## config.mk

```make
export PLATFORM = sky130hd
export DESIGN_NAME = sha1_byte_stream_hasher_flat
export DESIGN_NICKNAME = d
export VERILOG_FILES = /design/src/sha1bsh_pkg.sv /design/src/sha1bsh_if.sv /design/src/sha1bsh_front.sv /design/src/sha1bsh_fifo.sv /design/src/sha1bsh_core.sv /design/src/sha1_byte_stream_hasher.sv /design/src/flat_wrapper.sv
export SDC_FILE = /design/constraint.sdc
export NUM_CORES = 2
export LEC_CHECK = 0
export ABC_AREA = 1
export CAP_MARGIN = 20
export CORE_ASPECT_RATIO = 2
export CORE_MARGIN = 2
export CORE_UTILIZATION = 45
export CTS_CLUSTER_SIZE = 40
export DETAILED_ROUTE_END_ITERATION = 8
export DONT_BUFFER_PORTS = 1
export SLEW_MARGIN = 10
export SYNTH_ARGS = -nofsm -noshare
export SYNTH_HDL_FRONTEND = slang
export SYNTH_HIERARCHICAL = 1
export SYNTH_SLANG_ARGS = --single-unit
```

## constraint.sdc

```tcl
create_clock -name clk_i -period 14.9 [get_ports clk_i]
set_input_delay 3.725 -clock clk_i [delete_from_list [all_inputs] [get_ports clk_i]]
set_output_delay 3.725 -clock clk_i [all_outputs]
set_load 0.01 [all_outputs]
```

## src/sha1bsh_pkg.sv

```systemverilog
// shared types, constants and round functions for the sha-1 byte stream hasher
// no dependencies; the front, queue, core, top and bench refer to this package by scoped names
`default_nettype none

package sha1bsh_pkg;

  // queue between front and back
  localparam int unsigned QDepth = 4;
  localparam int unsigned QPtrW  = $clog2(QDepth);
  localparam int unsigned QCntW  = $clog2(QDepth + 1);

  // compression and digest geometry
  localparam int unsigned BlkWords = 16;
  localparam int unsigned DigWords = 5;
  localparam int unsigned RndW     = 7;
  localparam int unsigned FillW    = 6;
  localparam int unsigned WordNumW = 3;

  localparam logic [RndW-1:0]     LastRound = RndW'(79);
  localparam logic [FillW-1:0]    LastByte  = FillW'(63);
  localparam logic [FillW-1:0]    LenOffset = FillW'(56);
  localparam logic [WordNumW-1:0] LastWord  = WordNumW'(DigWords - 1);
  localparam logic [7:0]          PadMark   = 8'h80;
  localparam logic [63:0]         BitsPerByte = 64'd8;

  localparam logic [31:0] K0 = 32'h5A827999;
  localparam logic [31:0] K1 = 32'h6ED9EBA1;
  localparam logic [31:0] K2 = 32'h8F1BBCDC;
  localparam logic [31:0] K3 = 32'hCA62C1D6;

  typedef logic [31:0] word_t;

  typedef enum logic [1:0] {
    OP_BYTE     = 2'd0,
    OP_END      = 2'd1,
    OP_BYTE_END = 2'd2
  } op_e;

  typedef struct packed {
    op_e        op;
    logic [7:0] data;
  } qent_t;

  typedef struct packed {
    logic full;
    logic empty;
  } qstat_t;

  typedef enum logic [2:0] {
    ST_IDLE  = 3'd0,
    ST_PAD   = 3'd1,
    ST_ROUND = 3'd2,
    ST_ADD   = 3'd3,
    ST_EMIT  = 3'd4
  } state_e;

  function automatic word_t init_word(input logic [WordNumW-1:0] idx);
    word_t w;
    begin
      unique case (idx)
        3'd0:    w = 32'h67452301;
        3'd1:    w = 32'hEFCDAB89;
        3'd2:    w = 32'h98BADCFE;
        3'd3:    w = 32'h10325476;
        default: w = 32'hC3D2E1F0;
      endcase
      return w;
    end
  endfunction

  function automatic word_t round_f(input logic [RndW-1:0] rnd, input word_t b, input word_t c,
                                    input word_t d);
    word_t f;
    begin
      priority if (rnd < RndW'(20)) begin
        f = (b & c) | (~b & d);
      end else if (rnd < RndW'(40)) begin
        f = b ^ c ^ d;
      end else if (rnd < RndW'(60)) begin
        f = (b & c) | (b & d) | (c & d);
      end else begin
        f = b ^ c ^ d;
      end
      return f;
    end
  endfunction

  function automatic word_t round_k(input logic [RndW-1:0] rnd);
    word_t k;
    begin
      priority if (rnd < RndW'(20)) begin
        k = K0;
      end else if (rnd < RndW'(40)) begin
        k = K1;
      end else if (rnd < RndW'(60)) begin
        k = K2;
      end else begin
        k = K3;
      end
      return k;
    end
  endfunction

endpackage

`default_nettype wire

```

## src/sha1bsh_if.sv

```systemverilog
// valid/ready channel interfaces for message bytes in and digest words out
// no dependencies
`default_nettype none

interface sha1bsh_in_if;
  logic       valid;
  logic       ready;
  logic [7:0] data_byte;
  logic       byte_present;
  logic       end_of_message;

  modport source (output valid, data_byte, byte_present, end_of_message, input ready);
  modport sink   (input valid, data_byte, byte_present, end_of_message, output ready);
endinterface

interface sha1bsh_out_if;
  logic        valid;
  logic        ready;
  logic [31:0] digest_word;
  logic [2:0]  word_number;
  logic        final_word;

  modport source (output valid, digest_word, word_number, final_word, input ready);
  modport sink   (input valid, digest_word, word_number, final_word, output ready);
endinterface

`default_nettype wire

```

## src/sha1bsh_front.sv

```systemverilog
// front end: takes input words, drops empty ones and classifies the rest
// depends on sha1bsh_pkg and sha1bsh_in_if
`default_nettype none

module sha1bsh_front (
  sha1bsh_in_if.sink           msg_i,
  input  sha1bsh_pkg::qstat_t  qstat_i,
  output logic                 push_o,
  output sha1bsh_pkg::qent_t   ent_o
);

  assign msg_i.ready = !qstat_i.full;

  always_comb begin
    ent_o.data = msg_i.data_byte;
    priority if (msg_i.byte_present && msg_i.end_of_message) begin
      ent_o.op = sha1bsh_pkg::OP_BYTE_END;
    end else if (msg_i.end_of_message) begin
      ent_o.op = sha1bsh_pkg::OP_END;
    end else begin
      ent_o.op = sha1bsh_pkg::OP_BYTE;
    end
  end

  // words with neither flag are taken and dropped
  assign push_o = msg_i.valid && msg_i.ready && (msg_i.byte_present || msg_i.end_of_message);

endmodule

`default_nettype wire

```

## src/sha1bsh_fifo.sv

```systemverilog
// short command queue between front and back
// depends on sha1bsh_pkg
`default_nettype none

module sha1bsh_fifo (
  input  logic                clk_i,
  input  logic                rst_ni,
  input  logic                push_i,
  input  sha1bsh_pkg::qent_t  ent_i,
  input  logic                pop_i,
  output sha1bsh_pkg::qent_t  ent_o,
  output sha1bsh_pkg::qstat_t stat_o
);

  sha1bsh_pkg::qent_t                   mem_q [sha1bsh_pkg::QDepth];
  logic [sha1bsh_pkg::QPtrW-1:0]        wr_ptr_q, rd_ptr_q;
  logic [sha1bsh_pkg::QCntW-1:0]        cnt_q;
  logic                                 do_push, do_pop;

  assign stat_o.full  = (cnt_q == sha1bsh_pkg::QCntW'(sha1bsh_pkg::QDepth));
  assign stat_o.empty = (cnt_q == '0);
  assign do_push      = push_i && !stat_o.full;
  assign do_pop       = pop_i && !stat_o.empty;
  assign ent_o        = mem_q[rd_ptr_q];

  always_ff @(posedge clk_i) begin
    if (do_push) begin
      mem_q[wr_ptr_q] <= ent_i;
    end
  end

  always_ff @(posedge clk_i or negedge rst_ni) begin
    if (!rst_ni) begin
      wr_ptr_q <= '0;
      rd_ptr_q <= '0;
      cnt_q    <= '0;
    end else begin
      if (do_push) begin
        wr_ptr_q <= wr_ptr_q + 1'b1;
      end
      if (do_pop) begin
        rd_ptr_q <= rd_ptr_q + 1'b1;
      end
      if (do_push && !do_pop) begin
        cnt_q <= cnt_q + 1'b1;
      end else if (do_pop && !do_push) begin
        cnt_q <= cnt_q - 1'b1;
      end
    end
  end

  a_no_push_full: assert property (@(posedge clk_i) disable iff (!rst_ni)
    stat_o.full |-> !push_i)
    else $error("push into full queue");

  a_cnt_bound: assert property (@(posedge clk_i) disable iff (!rst_ni)
    cnt_q <= sha1bsh_pkg::QCntW'(sha1bsh_pkg::QDepth))
    else $error("queue count beyond depth");

endmodule

`default_nettype wire

```

## src/sha1bsh_core.sv

```systemverilog
// back end: block buffer, padding, 80-round compression and digest output
// depends on sha1bsh_pkg and sha1bsh_out_if
`default_nettype none

module sha1bsh_core (
  input  logic                clk_i,
  input  logic                rst_ni,
  input  sha1bsh_pkg::qstat_t qstat_i,
  input  sha1bsh_pkg::qent_t  ent_i,
  output logic                pop_o,
  sha1bsh_out_if.source       dgst_o
);

  sha1bsh_pkg::state_e state_q, state_d;

  sha1bsh_pkg::word_t blk_q [sha1bsh_pkg::BlkWords];
  sha1bsh_pkg::word_t h_q   [sha1bsh_pkg::DigWords];
  sha1bsh_pkg::word_t a_q, b_q, c_q, d_q, e_q;
  sha1bsh_pkg::word_t t_sum, w_new;

  logic [sha1bsh_pkg::RndW-1:0]     rnd_q;
  logic [sha1bsh_pkg::FillW-1:0]    fill_q;
  logic [63:0]                      len_q;
  logic [sha1bsh_pkg::WordNumW-1:0] emit_cnt_q;
  logic                             padding_q, mark_q, ovf_q, last_blk_q;

  logic       has_byte, has_end;
  logic       msg_we, byte_we, load_abcd, emit_go;
  logic [7:0] byte_val, pad_byte;

  assign has_byte = (ent_i.op == sha1bsh_pkg::OP_BYTE) || (ent_i.op == sha1bsh_pkg::OP_BYTE_END);
  assign has_end  = (ent_i.op == sha1bsh_pkg::OP_END) || (ent_i.op == sha1bsh_pkg::OP_BYTE_END);

  // padding byte: marker, then zeros, then big-endian length in the last eight slots
  always_comb begin
    priority if (mark_q) begin
      pad_byte = sha1bsh_pkg::PadMark;
    end else if (fill_q >= sha1bsh_pkg::LenOffset && !ovf_q) begin
      pad_byte = len_q[{~fill_q[2:0], 3'b000} +: 8];
    end else begin
      pad_byte = 8'h00;
    end
  end

  // next state
  always_comb begin
    state_d = state_q;
    unique case (state_q)
      sha1bsh_pkg::ST_IDLE: begin
        if (!qstat_i.empty) begin
          if (has_byte && fill_q == sha1bsh_pkg::LastByte) begin
            state_d = sha1bsh_pkg::ST_ROUND;
          end else if (has_end) begin
            state_d = sha1bsh_pkg::ST_PAD;
          end
        end
      end
      sha1bsh_pkg::ST_PAD: begin
        if (fill_q == sha1bsh_pkg::LastByte) begin
          state_d = sha1bsh_pkg::ST_ROUND;
        end
      end
      sha1bsh_pkg::ST_ROUND: begin
        if (rnd_q == sha1bsh_pkg::LastRound) begin
          state_d = sha1bsh_pkg::ST_ADD;
        end
      end
      sha1bsh_pkg::ST_ADD: begin
        priority if (last_blk_q) begin
          state_d = sha1bsh_pkg::ST_EMIT;
        end else if (padding_q) begin
          state_d = sha1bsh_pkg::ST_PAD;
        end else begin
          state_d = sha1bsh_pkg::ST_IDLE;
        end
      end
      sha1bsh_pkg::ST_EMIT: begin
        if (dgst_o.ready && emit_cnt_q == sha1bsh_pkg::LastWord) begin
          state_d = sha1bsh_pkg::ST_IDLE;
        end
      end
      default: state_d = sha1bsh_pkg::ST_IDLE;
    endcase
  end

  // outputs of the state machine
  always_comb begin
    pop_o     = (state_q == sha1bsh_pkg::ST_IDLE) && !qstat_i.empty;
    msg_we    = pop_o && has_byte;
    byte_we   = msg_we || (state_q == sha1bsh_pkg::ST_PAD);
    byte_val  = (state_q == sha1bsh_pkg::ST_PAD) ? pad_byte : ent_i.data;
    load_abcd = byte_we && (fill_q == sha1bsh_pkg::LastByte);
    emit_go   = (state_q == sha1bsh_pkg::ST_EMIT) && dgst_o.ready;
  end

  // one round and one schedule word
  assign t_sum = {a_q[26:0], a_q[31:27]} + sha1bsh_pkg::round_f(rnd_q, b_q, c_q, d_q)
               + e_q + sha1bsh_pkg::round_k(rnd_q) + blk_q[0];
  assign w_new = {blk_q[13][30:0] ^ blk_q[8][30:0] ^ blk_q[2][30:0] ^ blk_q[0][30:0],
                  blk_q[13][31] ^ blk_q[8][31] ^ blk_q[2][31] ^ blk_q[0][31]};

  // block buffer and working variables
  always_ff @(posedge clk_i) begin
    if (byte_we) begin
      for (int i = 0; i < sha1bsh_pkg::BlkWords - 1; i++) begin
        blk_q[i] <= {blk_q[i][23:0], blk_q[i+1][31:24]};
      end
      blk_q[sha1bsh_pkg::BlkWords-1] <= {blk_q[sha1bsh_pkg::BlkWords-1][23:0], byte_val};
    end else if (state_q == sha1bsh_pkg::ST_ROUND) begin
      for (int i = 0; i < sha1bsh_pkg::BlkWords - 1; i++) begin
        blk_q[i] <= blk_q[i+1];
      end
      blk_q[sha1bsh_pkg::BlkWords-1] <= w_new;
    end
    if (load_abcd) begin
      a_q <= h_q[0];
      b_q <= h_q[1];
      c_q <= h_q[2];
      d_q <= h_q[3];
      e_q <= h_q[4];
    end else if (state_q == sha1bsh_pkg::ST_ROUND) begin
      a_q <= t_sum;
      b_q <= a_q;
      c_q <= {b_q[1:0], b_q[31:2]};
      d_q <= c_q;
      e_q <= d_q;
    end
  end

  // control, counters and chaining words
  always_ff @(posedge clk_i or negedge rst_ni) begin
    if (!rst_ni) begin
      state_q    <= sha1bsh_pkg::ST_IDLE;
      rnd_q      <= '0;
      fill_q     <= '0;
      len_q      <= '0;
      emit_cnt_q <= '0;
      padding_q  <= 1'b0;
      mark_q     <= 1'b0;
      ovf_q      <= 1'b0;
      last_blk_q <= 1'b0;
      for (int i = 0; i < sha1bsh_pkg::DigWords; i++) begin
        h_q[i] <= sha1bsh_pkg::init_word(sha1bsh_pkg::WordNumW'(i));
      end
    end else begin
      state_q <= state_d;
      if (byte_we) begin
        fill_q <= fill_q + 1'b1;
      end
      if (msg_we) begin
        len_q <= len_q + sha1bsh_pkg::BitsPerByte;
        if (fill_q == sha1bsh_pkg::LastByte) begin
          last_blk_q <= 1'b0;
        end
      end
      if (pop_o && has_end) begin
        padding_q <= 1'b1;
        mark_q    <= 1'b1;
        ovf_q     <= 1'b0;
      end
      if (state_q == sha1bsh_pkg::ST_PAD) begin
        mark_q <= 1'b0;
        if (mark_q) begin
          // marker past the length slots: one extra all-padding block follows
          ovf_q <= (fill_q >= sha1bsh_pkg::LenOffset) && (fill_q != sha1bsh_pkg::LastByte);
        end else if (fill_q == sha1bsh_pkg::LastByte) begin
          ovf_q <= 1'b0;
        end
        if (fill_q == sha1bsh_pkg::LastByte) begin
          last_blk_q <= !mark_q && !ovf_q;
        end
      end
      if (load_abcd) begin
        rnd_q <= '0;
      end else if (state_q == sha1bsh_pkg::ST_ROUND) begin
        rnd_q <= rnd_q + 1'b1;
      end
      if (state_q == sha1bsh_pkg::ST_ADD) begin
        h_q[0] <= h_q[0] + a_q;
        h_q[1] <= h_q[1] + b_q;
        h_q[2] <= h_q[2] + c_q;
        h_q[3] <= h_q[3] + d_q;
        h_q[4] <= h_q[4] + e_q;
      end
      if (emit_go) begin
        if (emit_cnt_q == sha1bsh_pkg::LastWord) begin
          emit_cnt_q <= '0;
          len_q      <= '0;
          padding_q  <= 1'b0;
          last_blk_q <= 1'b0;
          for (int i = 0; i < sha1bsh_pkg::DigWords; i++) begin
            h_q[i] <= sha1bsh_pkg::init_word(sha1bsh_pkg::WordNumW'(i));
          end
        end else begin
          emit_cnt_q <= emit_cnt_q + 1'b1;
        end
      end
    end
  end

  assign dgst_o.valid       = (state_q == sha1bsh_pkg::ST_EMIT);
  assign dgst_o.digest_word = h_q[emit_cnt_q];
  assign dgst_o.word_number = emit_cnt_q;
  assign dgst_o.final_word  = (emit_cnt_q == sha1bsh_pkg::LastWord);

  a_round_end: assert property (@(posedge clk_i) disable iff (!rst_ni)
    (state_q == sha1bsh_pkg::ST_ROUND && rnd_q == sha1bsh_pkg::LastRound)
      |=> state_q == sha1bsh_pkg::ST_ADD)
    else $error("compression did not end after the last round");

  a_emit_aligned: assert property (@(posedge clk_i) disable iff (!rst_ni)
    dgst_o.valid |-> (fill_q == '0 && !mark_q && !ovf_q))
    else $error("digest shown with a partly filled block");

  a_emit_first: assert property (@(posedge clk_i) disable iff (!rst_ni)
    $rose(dgst_o.valid) |-> emit_cnt_q == '0)
    else $error("digest does not start at word zero");

endmodule

`default_nettype wire

```

## src/sha1_byte_stream_hasher.sv

```systemverilog
// sha-1 over a byte stream: message bytes in, five 32-bit digest words out
// message bytes: taken one at a time by the back end; each full 64-byte block is compressed (80 rounds, then an add)
// end of message: pad bytes fill the rest of the block (plus a second pad block when the length does not fit),
//   then compression and five digest words, one per cycle while the sink is ready
// the four-entry queue keeps taking input words while it has room, also while the back end compresses or emits
// reset (async, active low) loads the initial chaining words and clears length and control
`default_nettype none

module sha1_byte_stream_hasher (
  input  logic          clk_i,
  input  logic          rst_ni,
  sha1bsh_in_if.sink    msg_i,
  sha1bsh_out_if.source dgst_o
);

  // front to queue
  logic                 push;
  sha1bsh_pkg::qent_t   push_ent;

  // queue to back end
  logic                 pop;
  sha1bsh_pkg::qent_t   head_ent;
  sha1bsh_pkg::qstat_t  qstat;

  // front: accepts every word while the queue has room, drops words with no flag
  sha1bsh_front u_front (
    .msg_i   (msg_i),
    .qstat_i (qstat),
    .push_o  (push),
    .ent_o   (push_ent)
  );

  // decouples input handshake from the multi-cycle compression
  sha1bsh_fifo u_fifo (
    .clk_i  (clk_i),
    .rst_ni (rst_ni),
    .push_i (push),
    .ent_i  (push_ent),
    .pop_i  (pop),
    .ent_o  (head_ent),
    .stat_o (qstat)
  );

  // back end: block buffer, padding, one round per cycle, digest words out
  sha1bsh_core u_core (
    .clk_i   (clk_i),
    .rst_ni  (rst_ni),
    .qstat_i (qstat),
    .ent_i   (head_ent),
    .pop_o   (pop),
    .dgst_o  (dgst_o)
  );

endmodule

`default_nettype wire

```

## src/flat_wrapper.sv

```systemverilog
// flat-port wrapper written by rule: the top's interface ports become plain ports
module sha1_byte_stream_hasher_flat 
  (clk_i, rst_ni, msg_i_valid, msg_i_data_byte, msg_i_byte_present, msg_i_end_of_message, msg_i_ready, dgst_o_valid, dgst_o_digest_word, dgst_o_word_number, dgst_o_final_word, dgst_o_ready);
  sha1bsh_in_if msg_i_i ();
  sha1bsh_out_if dgst_o_i ();
  input  logic clk_i;
  input  logic rst_ni;
  input wire logic [$bits(msg_i_i.valid)-1:0] msg_i_valid;
  input wire logic [$bits(msg_i_i.data_byte)-1:0] msg_i_data_byte;
  input wire logic [$bits(msg_i_i.byte_present)-1:0] msg_i_byte_present;
  input wire logic [$bits(msg_i_i.end_of_message)-1:0] msg_i_end_of_message;
  output wire logic [$bits(msg_i_i.ready)-1:0] msg_i_ready;
  output wire logic [$bits(dgst_o_i.valid)-1:0] dgst_o_valid;
  output wire logic [$bits(dgst_o_i.digest_word)-1:0] dgst_o_digest_word;
  output wire logic [$bits(dgst_o_i.word_number)-1:0] dgst_o_word_number;
  output wire logic [$bits(dgst_o_i.final_word)-1:0] dgst_o_final_word;
  input wire logic [$bits(dgst_o_i.ready)-1:0] dgst_o_ready;
  assign msg_i_i.valid = msg_i_valid;
  assign msg_i_i.data_byte = msg_i_data_byte;
  assign msg_i_i.byte_present = msg_i_byte_present;
  assign msg_i_i.end_of_message = msg_i_end_of_message;
  assign msg_i_ready = msg_i_i.ready;
  assign dgst_o_valid = dgst_o_i.valid;
  assign dgst_o_digest_word = dgst_o_i.digest_word;
  assign dgst_o_word_number = dgst_o_i.word_number;
  assign dgst_o_final_word = dgst_o_i.final_word;
  assign dgst_o_i.ready = dgst_o_ready;
  sha1_byte_stream_hasher u_core (.clk_i(clk_i), .rst_ni(rst_ni), .msg_i(msg_i_i), .dgst_o(dgst_o_i));
endmodule
```

==> impl_metrics.csv <==
group,metric,value,unit
status,status,"complete, no violations",
finish,nFillCells,13400,
yosys,synth-async-reset-ratio,26.1,%
route,routed_wl,260000,µm
hold_path,hold_end,"u_core/u_core/fill_q[5]$_DFFE_PN0N_",
place,gp_congestion,1.13,
route,ant_nets,0,
cts,cts_tree,"yes",
sta,finalSetupViolCount,0,
cts,cts.clk_slew.worst_paths,70,ps
critical_path,cp.arrival,3830,ps
grt,globalRouteMet3Util,10.4,%
route,first_iter_violations,5083,
critical_path,cp-end-kind,"output port",
grt,grtUsageMet1,33.9,%
cts,cts_sinks,963,
die,start_util,45.2,%
run,cap_viol_max_count,0,
sta,worstMarginPinSlew,1300,ps
power,ir_worst_vdd,0.190,mV
critical_path,criticalPathCategory,"register to output port",
yosys,synthMuxAreaShare,0,%
hold_path,holdCritStartpoint,"u_core/u_core/fill_q[5]$_DFFE_PN0N_",
yosys,synth_ff_type,"edfxtp_1",
critical_path,worstReg2RegEnd,"u_core/u_core/a_q[18]$_DFFE_PP_",
die,die_area,137000,µm²
yosys,synth-xor-area-share,2.42,%
die,std_cell_rows,190,
route,wl_per_cell,28.5,µm
yosys,synth.distinct_cells,62,
grt,grt_pass1_wl,371000,µm
grt,antenna_found_initial,16,
grt,grt_overflow,0,
route,drt-pass1-iter-count,6,
place,port_buffers,0,
yosys,synth_edf_count,712,
cts,hold_buffers,0,
sta,hold_viol,0,
critical_path,crit_fanout,69,
sta,fin_crit_sh,50.7,%
route,drc,0,
sta,finClkSkew,45.2,ps
yosys,netlist_instances,7445,
power,powerDensity,221,nW/µm²
die,dieWidth,263,µm
sta,whs,495,ps
sta,period_needed,7550,ps
critical_path,startpoint_type,"register",
critical_path,required,11180,ps
yosys,synth-seq-cells,963,
cts,clkLatencyLatePin,750,ps
power,p_leak,28.9,nW
yosys,postSynthAreaPerCell,8.11,µm²
sta,fmax,132,MHz
sta,relSlewSlack,12.4,%
yosys,synth_compound_area_share,12.9,%
yosys,yosys_warnings,6,
place,hpwlAfterDp,193000,µm
cts,clk_path_buf_depth,3,
grt,grtUsageTotal,38.2,%
finish,drive_gt1_share,4.91,%
yosys,synth_top_family_by_area,"simple AND/OR/NAND/NOR gates",
die,die_h,522,µm
critical_path,r2r_start,"u_core/u_core/rnd_q[3]$_DFFE_PN0P_",
yosys,synth-simple-area-share,22.3,%
cts,postCtsSetupBuffers,0,
sta,worst_slack,7350,ps
yosys,synth-seq-area-share,46.0,%
critical_path,reg2reg_depth,24,
hold_path,whs_path_depth,1,
die,fp.coreArea,134000,µm²
route,viasPerCell,5.77,
sta,tns,0,ps
critical_path,rrSetupSlack,8270,ps
finish,layout.nets,7671,
cts,root_buffer,"clkbuf_16",
sta,slew_violations,0,
power,power,14.4,mW
finish,syn_to_final_growth,7.74,%
cts,cts_buffers,93,
yosys,syn_area,60400,µm²
sta,rsz0062_at_grt,"no",
die,io_pins,52,
cts,ctsResizeCount,0,
route,vias,52800,
place,dp_slack,8310,ps
grt,grt_max_degree,252,
cts,htree_levels,3,
hold_path,hp-class,"register to register",
grt,first_global_vias,52700,
grt,gr-max-usage-layer,"met2",
grt,grt_use_met2,65.5,%
yosys,yosys.area_share.adder,8.44,%
yosys,synth_nets,7791,
routing by layer:
layer  vias to the layer above  part of all wire (%)
li1                      24300                     -
met1                     25200                    30
met2                      2180                    49
met3                      1095                   6.7
met4                        10                    14
met5                         -                 0.026
kinds of logic after synthesis:
group,Yosys count
compound gates,1417
flops,963
simple gates,3331
fa+ha+maj,332
xor+xnor,167
buf+inv,1235
synthesized netlist by cell type (70+ instances only):
| library cell | number | area [µm²] |
|---|---|---|
| buf_2 | 70 | 350 |
| o21ai_0 | 661 | 3310 |
| o21ai_1 | 70 | 350 |
| dfstp_2 | 80 | 2100 |
| dfrtp_1 | 171 | 4280 |
| nor2_1 | 534 | 2000 |
| clkbuf_1 | 172 | 646 |
| fa_1 | 126 | 2520 |
| inv_1 | 949 | 3560 |
| ha_1 | 206 | 2580 |
| nor3_1 | 92 | 460 |
| nand2_1 | 2237 | 8400 |
| a21oi_1 | 444 | 2220 |
| edfxtp_1 | 712 | 21400 |
| xnor2_1 | 122 | 1070 |
| nand3_1 | 332 | 1660 |
cell usage in the layout, fill, tap and decap left out, types with 57 or more instances in the layout:
cell type	n
a21oi_1	442
clkbuf_16	96
dfrtp_1	170
dfstp_2	80
edfxtp_1	712
fa_1	126
ha_1	206
inv_1	949
nand2_1	2234
nand3_1	332
nand4_1	57
nor2_1	530
nor3_1	92
o211ai_1	69
o21ai_0	655
o21ai_1	73
xnor2_1	122
how the worst max path moves through the flow:
| stage | to | slack, ps | cells after the start | from |
|---|---|---|---|---|
| 2_1_floorplan | u_core/u_core/blk_q[0][0]$_DFFE_PP_ | 1070 | 12 | u_core/u_fifo/rd_ptr_q[1]$_DFFE_PN0P_ |
| 3_3_place_gp | dgst_o_digest_word[0] | 7880 | 4 | u_core/u_core/dgst_o.word_number[0]$_DFFE_PN0P_ |
| 3_5_place_dp | dgst_o_digest_word[0] | 8310 | 4 | u_core/u_core/dgst_o.word_number[0]$_DFFE_PN0P_ |
| 4_1_cts | dgst_o_digest_word[0] | 7520 | 4 | u_core/u_core/dgst_o.word_number[0]$_DFFE_PN0P_ |
| 5_1_grt | dgst_o_digest_word[10] | 7330 | 4 | u_core/u_core/dgst_o.word_number[0]$_DFFE_PN0P_ |
| 6_report | dgst_o_digest_word[10] | 7350 | 4 | u_core/u_core/dgst_o.word_number[0]$_DFFE_PN0P_ |
final cells by class:
type	count	area (µm²)	share of cell area, %
timing repair buffer	57	527	0.809
clock inverter	65	576	0.884
sequential	963	27800	42.7
inverter	963	3630	5.58
clock buffer	111	2480	3.81
antenna	10	25.0	0.0385
multi-input combinational	5247	27900	42.9
tap	1728	2160	3.32
worst max-delay path, cell delays in order, from the launching register on:
cell,delay (ps)
dfrtp_4,640
buf_4,410
inv_1,190
nand2_2,500
o31ai_1,1250
power breakdown:
group | leakage (nW) | switching (mW) | internal, mW
logic | 17.5 | 4.64 | 1.90
clock network | 1.45 | 1.17 | 1.28
registers | 10.0 | 0.911 | 4.49
sequential cells by signal, summed over array words and instances (netlist names), 3 cells and up:
name	flops
u_core/u_core/h_q	160
u_core/u_fifo/cnt_q	3
u_core/u_core/len_q	61
u_core/u_core/d_q	32
u_core/u_core/e_q	32
u_core/u_core/fill_q	6
u_core/u_core/state_q	3
u_core/u_core/dgst_o.word_number	3
u_core/u_core/c_q	32
u_core/u_core/blk_q	512
u_core/u_core/rnd_q	7
u_core/u_core/a_q	32
u_core/u_core/b_q	32
u_core/u_fifo/mem_q	40
metrics by stage:
step                      cell area, µm²  util, %  instances
after global routing               65100     48.7       9138
after global placement             61800     46.3       8948
after detailed placement           61800     46.3       8948
final                              65100     48.7       9144
after CTS                          64900     48.6       9124
after floorplan                    60400        -       7445
Power figures use the tool's default switching activity.
